<file path="src/trpr_pkg.sv">
// Shared types and constants for the touch report parser.
// No dependencies; imported by trpr_point and touch_report_parser_rotate.
package trpr_pkg;

  localparam int unsigned MAX_POINTS = 4;
  localparam int unsigned CNT_W      = $clog2(MAX_POINTS + 1);
  localparam int unsigned IDX_W      = 2;

  localparam logic [15:0] PANEL_WIDTH  = 16'd960;
  localparam logic [15:0] PANEL_HEIGHT = 16'd540;

  localparam logic [7:0] ABORT_CODE = 8'hAB;

  localparam logic [CNT_W-1:0] MAX_CNT = CNT_W'(MAX_POINTS);

  // header byte positions
  localparam logic [2:0] POS_COUNT = 3'd5;
  localparam logic [2:0] POS_SKIP  = 3'd6;
  localparam logic [2:0] POS_REC   = 3'd7;

  localparam logic [2:0] OFF_LAST = 3'd4;

  typedef enum logic [1:0] {
    ROT_LANDSCAPE     = 2'd0,
    ROT_PORTRAIT      = 2'd1,
    ROT_INV_LANDSCAPE = 2'd2,
    ROT_INV_PORTRAIT  = 2'd3
  } rot_mode_t;

  typedef struct packed {
    logic [3:0]  touch_id;
    logic [3:0]  touch_state;
    logic [15:0] screen_x;
    logic [15:0] screen_y;
  } point_t;

endpackage

</file>
<file path="src/trpr_point.sv">
// Decodes one 4-byte touch record into id, state and rotated coordinates.
// Depends on trpr_pkg.
module trpr_point (
  input  logic [31:0]          rec,
  input  trpr_pkg::rot_mode_t  rot,
  output trpr_pkg::point_t     pt
);
  import trpr_pkg::*;

  logic [15:0] raw_x;
  logic [15:0] raw_y;

  assign raw_y = {4'd0, rec[15:8], rec[31:28]};
  assign raw_x = {4'd0, rec[23:16], rec[27:24]};

  always_comb begin
    pt.touch_id    = rec[7:4];
    pt.touch_state = rec[3:0];
    case (rot)
      ROT_LANDSCAPE: begin
        pt.screen_x = raw_x;
        pt.screen_y = PANEL_HEIGHT - raw_y;
      end
      ROT_PORTRAIT: begin
        pt.screen_x = PANEL_HEIGHT - raw_y;
        pt.screen_y = PANEL_WIDTH - raw_x;
      end
      ROT_INV_LANDSCAPE: begin
        pt.screen_x = PANEL_WIDTH - raw_x;
        pt.screen_y = raw_y;
      end
      default: begin
        pt.screen_x = raw_y;
        pt.screen_y = raw_x;
      end
    endcase
  end

endmodule

</file>
<file path="src/touch_report_parser_rotate.sv">
// Touch report parser with screen rotation: top level.
// Depends on trpr_pkg and trpr_point.
//
// Input stream: one report byte per beat, in_tuser high on the byte at
// register 0. Output stream: one beat per touch point, or one empty beat
// (out_tuser low) for an aborted or zero-count report; out_tlast marks the
// final beat of a report. Record 0 comes out with the count byte, later
// records with the last byte of their 5-byte group.
// Latency: a result is valid on out_* the cycle after the byte that causes
// it. Throughput: one byte per cycle unless a result stalls; the parser
// state updates in the accepting cycle, the output register only on emits.
// The output register lets a new byte in whenever the held result is taken
// in the same cycle; while the receiver stalls a held result, in_tready is
// low. Bytes without a start mark while idle are dropped.
// Reset: parser idle until a start byte, output empty, rotation landscape.
// cfg_wr_en writes the rotation mode; write only while the block is idle.
module touch_report_parser_rotate (
  input  logic        clk,
  input  logic        rst_n,
  input  logic        cfg_wr_en,
  input  logic [1:0]  cfg_wr_data,
  input  logic        in_tvalid,
  output logic        in_tready,
  input  logic [7:0]  in_tdata,   // [7:0] report_byte
  input  logic        in_tuser,   // [0] start_of_report
  output logic        out_tvalid,
  input  logic        out_tready,
  output logic [47:0] out_tdata,  // [1:0] point_index, [5:2] touch_id, [9:6] touch_state,
                                  // [25:10] screen_x, [41:26] screen_y, [47:42] zero
  output logic        out_tuser,  // [0] point_present
  output logic        out_tlast   // last_of_report
);
  import trpr_pkg::*;

  rot_mode_t        rot_r;
  logic             finished_r, finished_nxt;
  logic [2:0]       pos_r, pos_nxt;
  logic [2:0]       off_r, off_nxt;
  logic [2:0]       k_r, k_nxt;
  logic [CNT_W-1:0] cnt_r, cnt_nxt;
  logic [31:0]      first_r, first_nxt;
  logic [31:0]      rec_r, rec_nxt;

  logic             ov_r;
  logic [47:0]      od_r, od_nxt;
  logic             ou_r, ou_nxt;
  logic             ol_r, ol_nxt;

  logic             accept;
  logic             emit;
  logic             use_first;
  logic [2:0]       p;
  logic [3:0]       n_raw;
  logic [CNT_W-1:0] n_cl;
  logic [IDX_W-1:0] idx;
  point_t           pt;

  assign in_tready = !ov_r || out_tready;
  assign accept    = in_tvalid && in_tready;
  assign p         = in_tuser ? 3'd0 : pos_r;
  assign n_raw     = in_tdata[3:0];
  assign n_cl      = (n_raw > 4'(MAX_POINTS)) ? MAX_CNT : n_raw[CNT_W-1:0];

  trpr_point u_point (
    .rec (use_first ? first_r : rec_r),
    .rot (rot_r),
    .pt  (pt)
  );

  always_comb begin
    finished_nxt = finished_r;
    pos_nxt      = pos_r;
    off_nxt      = off_r;
    k_nxt        = k_r;
    cnt_nxt      = cnt_r;
    first_nxt    = first_r;
    rec_nxt      = rec_r;
    emit         = 1'b0;
    use_first    = 1'b1;
    idx          = '0;
    ou_nxt       = 1'b0;
    ol_nxt       = 1'b1;
    if (accept && (in_tuser || !finished_r)) begin
      finished_nxt = 1'b0;
      if (p == 3'd0 && in_tdata >= ABORT_CODE) begin
        finished_nxt = 1'b1;
        emit         = 1'b1;
      end else if (p < POS_COUNT) begin
        case (p[1:0])
          2'd0:    first_nxt[7:0]   = in_tdata;
          2'd1:    first_nxt[15:8]  = in_tdata;
          2'd2:    first_nxt[23:16] = in_tdata;
          default: first_nxt[31:24] = in_tdata;
        endcase
        if (p == 3'd4) first_nxt = first_r;
        pos_nxt = p + 3'd1;
      end else if (p == POS_COUNT) begin
        cnt_nxt = n_cl;
        pos_nxt = POS_SKIP;
        emit    = 1'b1;
        if (n_cl == '0) begin
          finished_nxt = 1'b1;
        end else begin
          ou_nxt       = 1'b1;
          ol_nxt       = (n_cl == CNT_W'(1));
          finished_nxt = ol_nxt;
        end
      end else if (p == POS_SKIP) begin
        pos_nxt = POS_REC;
        off_nxt = 3'd0;
        k_nxt   = 3'd1;
      end else begin
        if (off_r < OFF_LAST) begin
          case (off_r[1:0])
            2'd0:    rec_nxt[7:0]   = in_tdata;
            2'd1:    rec_nxt[15:8]  = in_tdata;
            2'd2:    rec_nxt[23:16] = in_tdata;
            default: rec_nxt[31:24] = in_tdata;
          endcase
          off_nxt = off_r + 3'd1;
        end else begin
          emit         = 1'b1;
          use_first    = 1'b0;
          idx          = k_r[IDX_W-1:0];
          ou_nxt       = 1'b1;
          ol_nxt       = ({1'b0, k_r} + 4'd1) >= 4'(cnt_r);
          finished_nxt = ol_nxt;
          off_nxt      = 3'd0;
          k_nxt        = k_r + 3'd1;
        end
      end
      if (in_tuser) cnt_nxt = (p == POS_COUNT) ? n_cl : '0;
    end
    if (ou_nxt) begin
      od_nxt = {6'd0, pt.screen_y, pt.screen_x, pt.touch_state, pt.touch_id, idx};
    end else begin
      od_nxt = '0;
    end
  end

  always_ff @(posedge clk) begin
    if (!rst_n) begin
      rot_r      <= ROT_LANDSCAPE;
      finished_r <= 1'b1;
      pos_r      <= '0;
      off_r      <= '0;
      k_r        <= '0;
      cnt_r      <= '0;
      first_r    <= '0;
      rec_r      <= '0;
      ov_r       <= 1'b0;
    end else begin
      if (cfg_wr_en) rot_r <= rot_mode_t'(cfg_wr_data);
      finished_r <= finished_nxt;
      pos_r      <= pos_nxt;
      off_r      <= off_nxt;
      k_r        <= k_nxt;
      cnt_r      <= cnt_nxt;
      first_r    <= first_nxt;
      rec_r      <= rec_nxt;
      if (emit) begin
        ov_r <= 1'b1;
      end else if (out_tready) begin
        ov_r <= 1'b0;
      end
    end
  end

  always_ff @(posedge clk) begin
    if (emit) begin
      od_r <= od_nxt;
      ou_r <= ou_nxt;
      ol_r <= ol_nxt;
    end
  end

  assign out_tvalid = ov_r;
  assign out_tdata  = od_r;
  assign out_tuser  = ou_r;
  assign out_tlast  = ol_r;

endmodule
</file>
<file path="config.mk">
export PLATFORM = sky130hd
export DESIGN_NAME = touch_report_parser_rotate
export DESIGN_NICKNAME = d
export VERILOG_FILES = /design/src/trpr_pkg.sv /design/src/trpr_point.sv /design/src/touch_report_parser_rotate.sv
export SDC_FILE = /design/constraint.sdc
export NUM_CORES = 1
export LEC_CHECK = 0
export ABC_AREA = 1
export BUFFER_PORTS_ARGS = -buffer_cell sky130_fd_sc_hd__buf_2
export CAP_MARGIN = 20
export CORE_MARGIN = 5
export CORE_UTILIZATION = 55
export CTS_CLUSTER_DIAMETER = 100
export DETAILED_ROUTE_END_ITERATION = 10
export PLACE_DENSITY = 0.83
export RECOVER_POWER = 50
export SLEW_MARGIN = 25
export SYNTH_ARGS = -nofsm -noshare
export SYNTH_HDL_FRONTEND = slang
export SYNTH_SLANG_ARGS = --single-unit
</file>
<file path="constraint.sdc">
create_clock -name clk -period 6.01 [get_ports clk]
set_input_delay 1.202 -clock clk [delete_from_list [all_inputs] [get_ports clk]]
set_output_delay 1.202 -clock clk [all_outputs]
set_load 0.005 [all_outputs]
</file>
==> results.py, run 1 <==
metrics = {
    "final_layout": {
        "fin_util": 0.6299,
        "area_delta_synth_final_pct": 12.25,
        "final_common_cell": "nand2_1",
        "drive_above_1_share": 0.1308,
        "n_fill_cell": 1019,
        "final_nets": 943,
        "fin_area_sq_um": 7223,
        "ff_latch_area_sq_um": 2743,
        "antennaDiodeCount": 0,
        "final_cell_mix": "nand2_1, o21ai_0, a21oi_1, nor2_1, inv_1",
        "multiInputGateArea_sq_um": 3033,
    },
    "floorplan": {
        "core-area_sq_um": 11470,
        "rows": 39,
        "initial_core_util": 0.5612,
        "die_y_um": 118.2,
        "dieArea_sq_um": 13960,
        "die_w_um": 118.2,
        "io_pins": 68,
    },
    "placed_design": {
        "dp_hpwl_um": 11120,
        "place_congestion": 0.9499,
        "post_dp_cell_area_sq_um": 6705,
        "io_buffers": 61,
    },
    "synth": {
        "synth_cells": 869,
        "synthAdderAreaFrac": 0.02917,
        "synth_area_per_cell_sq_um": 7.405,
        "synth_mux_area_frac": 0,
        "synth-compound-area-share": 0.1960,
        "synth_area_leaders": "dfxtp_1, edfxtp_1, o21ai_0",
        "yosys_warnings": 0,
        "synth_top_area_cell": "dfxtp_1",
        "synth_xor_area_frac": 0.01089,
        "yosysSeqAreaShare": 0.4262,
        "netlist_area_sq_um": 6435,
        "ys_types": 41,
        "synth_top_family_by_area": "simple AND/OR/NAND/NOR gates",
        "ys_seq_elements": 118,
        "synth_simple_gate_area_frac": 0.2322,
        "synth.top_cell.area_share": 0.2489,
    },
    "worst_setup_path": {
        "crit_type": "primary input to flip-flop",
        "ff2ff_setup_slack_ps": 2440,
        "path_max_fanout": 21,
        "start_kind": "primary input",
        "cp.required_ps": 6260,
        "r2r_cells": 20,
        "timing.rr.start": "pos_r[1]",
        "reg2reg_to": "out_tdata[20]",
        "end_kind": "flip-flop",
        "arrival_ps": 4440,
    },
    "power": {
        "p_int_w": 0.001444,
        "netSwitchingPower_w": 0.0004709,
        "p_leak_nw": 3.139,
        "p_comb_frac": 0.066,
        "pwr-share-clk": 0.493,
        "pwr-share-seq": 0.441,
        "peakVddDrop_uv": 232.6,
        "p_per_area_nw_per_um2": 265.1,
        "p_sw_frac": 0.2460,
    },
    "clock_tree": {
        "cts.sinks": 118,
        "cts_root_buf": "clkbuf_16",
        "clock_latency_ps": 420,
        "cts_buffer_depth": 2,
        "cts_buffers": 17,
        "cts.hold.buffers_added": 0,
        "cts_setup_buffers": 0,
        "post_cts_resized": 0,
        "h-tree-depth": 4,
        "clkTransAtPathRegs_ps": 50,
        "cts_tree": "built",
    },
    "drt": {
        "num_vias": 5955,
        "avgRoutedWirePerCell_um": 15.54,
        "drtIter0Drc": 628,
        "wirelength_um": 16600,
        "ant_nets": 0,
        "first_pass_iters": 5,
        "drc": 0,
        "vias_per_cell": 5.576,
    },
    "run_status": {
        "status": "finished, violations left",
        "violations": "max-capacitance violations, max-slew violations",
    },
    "sta": {
        "finalCriticalPeriod_ps": 4198,
        "fin_setup_tns_ps": 0,
        "rsz0062_at_grt": "no",
        "worstMarginPinSlew_ps": 2048,
        "slew_viol_final": 52,
        "maxSlewHeadroom": -0.3651,
        "period_share": 0.6986,
        "setup_violations": 0,
        "max_freq_mhz": 238.2,
        "fin_skew_ps": 9.677,
        "hold_violations": 0,
    },
    "grt": {
        "antenna_found_initial": 0,
        "grt_pass1_wl_um": 27800,
        "grt_pass1_vias": 5780,
        "grtUsageTotal": 0.2395,
        "grt_max_degree": 52,
        "overflow": 0,
    },
    "worst_hold_path": {
        "hp-class": "flip-flop to flip-flop",
        "whs_endpoint": "first_r[31]",
        "worstHoldStart": "first_r[31]",
        "min_path_cells": 2,
    },
    "job": {
        "drv_cap": 1,
    },
}
[cell usage after synthesis, drive strengths merged]
cell,number
nand3,59
conb,1
o22ai,2
o21ai,118
o31ai,1
o2111ai,1
nor2,110
a221oi,2
or2,1
xor2,8
a41oi,1
nand3b,2
ha,15
nand2,153
a31oi,2
nor3b,1
clkinv,3
nand4,6
o211ai,2
buf,28
nor3,1
edfxtp,38
inv,107
a211oi,4
o21bai,1
a21oi,103
dfxtp,80
clkbuf,18
a21boi,1
[critical path, stage by stage]
cell and delay [ps]:
clkbuf_1 160, nor2_1 270, inv_1 130, ha_1 320, inv_1 130, nand3_1 160
nor2_2 680, nand3_1 130, nand2_1 140, inv_1 60, ha_1 170, inv_1 110
nand3_2 160, nand2_2 130, nand2_1 60, nand2_1 90, nand2_1 50, inv_1 70
nand2_1 50, a21oi_1 170
[layout make-up]
cell class,instances,area share
repair buffers,65,0.04157
flip-flops and latches,118,0.3797
multi-input cells,600,0.4199
clock buffers,22,0.06738
well taps,143,0.02477
inverters,110,0.05716
clock inverters,10,0.009527
[logic make-up after synthesis]
kind of cell / Yosys count
AND/OR/NAND/NOR: 333
AO/OA/AOI/OAI: 238
buffers and inverters: 156
flip-flops: 118
adder cells (fa/ha/maj): 15
XOR/XNOR: 8
other: 1
[state kept, by name (all words and copies together) (netlist names), 2 cells and up]
signal and count:
cnt_r 3, first_r 32, k_r 3, off_r 3
out_tdata 36, pos_r 3, rec_r 32, rot_r 2
[layer usage]
layer  global-route usage  up-vias  share of wire
met5                    0        -              0
met4              0.08387        0          0.017
met3              0.05587       29          0.071
met2               0.3945      245           0.48
met1               0.3093     2745           0.43
li1                     -     2936              -
[worst max-delay path by stage]
stage	startpoint	end	slack, ps	cells past startpoint
after floorplan	in_tuser	out_tdata[32]	2390	19
after global placement	in_tuser	out_tdata[34]	1570	20
after detailed placement	in_tuser	out_tdata[34]	1520	20
after CTS	in_tuser	out_tdata[20]	1930	20
after global routing	in_tuser	out_tdata[34]	1500	20
final	in_tuser	out_tdata[20]	1810	20
[power by group through the flow]
stage	sequential [W]	combinational, W	clock, W
3_5_place_dp	0.000860	0.000124	0
3_3_place_gp	0.000860	0.000124	0
5_1_grt	0.000846	0.000142	0.000992
4_1_cts	0.000844	0.000125	0.000950
6_report	0.000844	0.000127	0.000944
2_1_floorplan	0.000856	0.0000909	0
[through the flow]
stage | hold slack, ps | power, W | setup slack [ps] | std cells
floorplan | 423.7 | 0.0009474 | 2390 | 874
global placement | 433.9 | 0.0009839 | 1569 | 1036
detailed placement | 441.0 | 0.0009843 | 1523 | 1036
CTS | 449.3 | 0.001920 | 1928 | 1068
global route | 475.8 | 0.001979 | 1497 | 1068
finish | 448.5 | 0.001915 | 1812 | 1068
Note: power is estimated with default switching activity, not from simulation.
==> run 2, diff against run 1 <==
- ABC_AREA: 1 -> 0
- CORE_UTILIZATION: 55 -> 54
- PLACE_DENSITY: 0.83 -> 0.85
- clock period: 6.01 -> 3.7 ns (I/O delays scaled with it)
==> results.py, run 2 <==
metrics = {
    "synth": {
        "yosys_most_used_dff": "dfxtp_1",
        "ys_seq_elements": 118,
        "yosys_warnings": 0,
        "netlist_area_sq_um": 6862,
        "synth_cells": 756,
        "synth_area_per_cell_sq_um": 9.076,
        "ys_async_sr_fraction": 0,
        "synth_area_leaders": "dfxtp_1, edfxtp_1, mux2i_1",
        "synth.top_cell.area_share": 0.2334,
        "synth_enable_flop_cells": 38,
        "synth_top_area_cell": "dfxtp_1",
        "synth_most_common_cell": "nand2_1",
        "ys_types": 71,
        "yosysSeqAreaShare": 0.3997,
        "synth_commonest_cells": "nand2_1, dfxtp_1, mux2i_1",
    },
    "final_layout": {
        "largest_register_ffs": 36,
        "final_nets": 831,
        "n_fill_cell": 1041,
        "area_delta_synth_final_pct": 14.08,
        "antennaDiodeCount": 0,
        "final_common_cell": "nand2_1",
        "final_cell_mix": "nand2_1, dfxtp_1, mux2i_1, nand3_1",
        "drive_above_1_share": 0.1501,
        "fin_area_sq_um": 7828,
    },
    "clock_tree": {
        "cts_buffer_depth": 2,
        "cts.hold.buffers_added": 0,
        "cts.sinks": 118,
        "cts_buffers": 17,
        "clock_latency_ps": 420,
        "h-tree-depth": 4,
        "clkTransAtPathRegs_ps": 60,
        "post_cts_resized": 0,
        "cts_tree": "built",
        "cts_root_buf": "clkbuf_16",
        "cts_setup_buffers": 0,
    },
    "grt": {
        "grt_pass1_vias": 5643,
        "overflow": 0,
        "antenna_found_initial": 0,
        "grtUsageTotal": 0.2483,
        "grt_pass1_wl_um": 29430,
        "grt_max_degree": 81,
    },
    "floorplan": {
        "initial_core_util": 0.5482,
        "dieArea_sq_um": 15060,
        "die_w_um": 122.7,
        "core-area_sq_um": 12520,
        "io_pins": 68,
        "rows": 41,
        "die_y_um": 122.7,
    },
    "power": {
        "peakVddDrop_uv": 255.2,
        "p_per_area_nw_per_um2": 409.9,
        "p_leak_nw": 3.020,
    },
    "worst_setup_path": {
        "crit_type": "primary input to flip-flop",
        "end_kind": "flip-flop",
        "arrival_ps": 3510,
        "reg2reg_to": "out_tdata[36]",
        "cp.required_ps": 3860,
        "ff2ff_setup_slack_ps": 350,
        "timing.rr.start": "pos_r[1]",
        "path_max_fanout": 18,
        "start_kind": "primary input",
        "r2r_cells": 15,
    },
    "sta": {
        "fin_setup_tns_ps": 0,
        "setup_violations": 0,
        "hold_violations": 0,
        "setup_ws_ps": 351.7,
        "rsz0062_at_grt": "no",
        "maxSlewHeadroom": -0.8040,
        "slew_viol_final": 81,
        "max_freq_mhz": 298.7,
        "fin_skew_ps": 11.32,
        "period_share": 0.9049,
        "finalCriticalPeriod_ps": 3348,
        "worstMarginPinSlew_ps": 2706,
    },
    "worst_hold_path": {
        "worstHoldStart": "rec_r[5]",
        "hp-class": "flip-flop to flip-flop",
        "whs_endpoint": "rec_r[5]",
        "min_path_cells": 2,
    },
    "drt": {
        "drc": 0,
        "first_pass_iters": 8,
        "num_vias": 5926,
        "ant_nets": 0,
        "drtIter0Drc": 726,
        "wirelength_um": 17880,
        "vias_per_cell": 6.016,
        "avgRoutedWirePerCell_um": 18.15,
    },
    "placed_design": {
        "post_dp_cell_area_sq_um": 7286,
        "place_congestion": 0.9299,
        "io_buffers": 61,
        "place_ws_ps": 40.01,
        "dp_hpwl_um": 12050,
    },
    "job": {
        "drv_cap": 1,
    },
    "run_status": {
        "status": "finished, violations left",
        "violations": "max-capacitance violations, max-slew violations",
    },
}
## run 2: how the worst max path moves through the flow
| stage | from | end | slack, ps |
|---|---|---|---|
| floorplan | in_tuser | out_tdata[36] | -70 |
| CTS | pos_r[1] | out_tdata[36] | 370 |
| global route | pos_r[0] | out_tdata[37] | 160 |
| global placement | in_tuser | out_tdata[36] | 160 |
| finish | in_tuser | out_tdata[35] | 350 |
| detailed placement | in_tuser | out_tdata[36] | 40 |
## run 2: kinds of logic (layout without fill, tap and decap cells)
family / after synthesis / in the layout / synth area share
other cells: 1 / 6 / 0.0005465
xor+xnor: 19 / 19 / 0.02425
compound gates: 166 / 166 / 0.1679
simple gates: 289 / 289 / 0.2172
mux: 66 / 66 / 0.1034
buf+inv: 82 / 134 / 0.05963
fa+ha+maj: 15 / 15 / 0.02735
flops: 118 / 118 / 0.3997
## run 2: worst max-delay path: stages
cell and delay, ps:
buf_2 130, nand2b_1 190, inv_1 150, ha_1 200, clkbuf_1 330, inv_1 180
a211oi_1 300, o21a_1 170, o211ai_1 180, clkbuf_2 420, a2111oi_2 510
## run 2: routing by layer
layer | GRT usage | routed length [um]
met2 | 0.4004 | 8518
met1 | 0.3232 | 7392
met5 | 0 | 0
met4 | 0.1015 | 570
met3 | 0.05438 | 1395
## run 2: area by class of cell
| cell class | count | area (sq um) | share of cell area |
|---|---|---|---|
| clock buffers | 18 | 439.2 | 0.05611 |
| clock inverters | 14 | 147.6 | 0.01886 |
| inverters | 16 | 60.06 | 0.007673 |
| multi-input cells | 561 | 3755 | 0.4797 |
| flip-flops and latches | 118 | 2743 | 0.3504 |
| well taps | 172 | 215.2 | 0.02749 |
| repair buffers | 86 | 467.9 | 0.05978 |
## run 2: metrics by stage
stage | hold slack, ps | power, W | utilization | cells
after floorplan | 435.3 | 0.001542 | - | 761
final | 469.3 | 0.003209 | 0.6254 | 985
after global routing | 494.6 | 0.003314 | 0.6254 | 985
after CTS | 467.6 | 0.003219 | 0.6289 | 985
after detailed placement | 458.2 | 0.001604 | 0.5821 | 953
after global placement | 443.4 | 0.001600 | 0.5819 | 953
## run 2: report_power, final
part / internal [W] / total [W] / switching [W] / leakage, nW
Sequential: 0.00136 / 0.00137 / 0.0000131 / 1.01
Combinational: 0.0000798 / 0.000211 / 0.000131 / 1.73
Clock: 0.00101 / 0.00163 / 0.000616 / 0.289
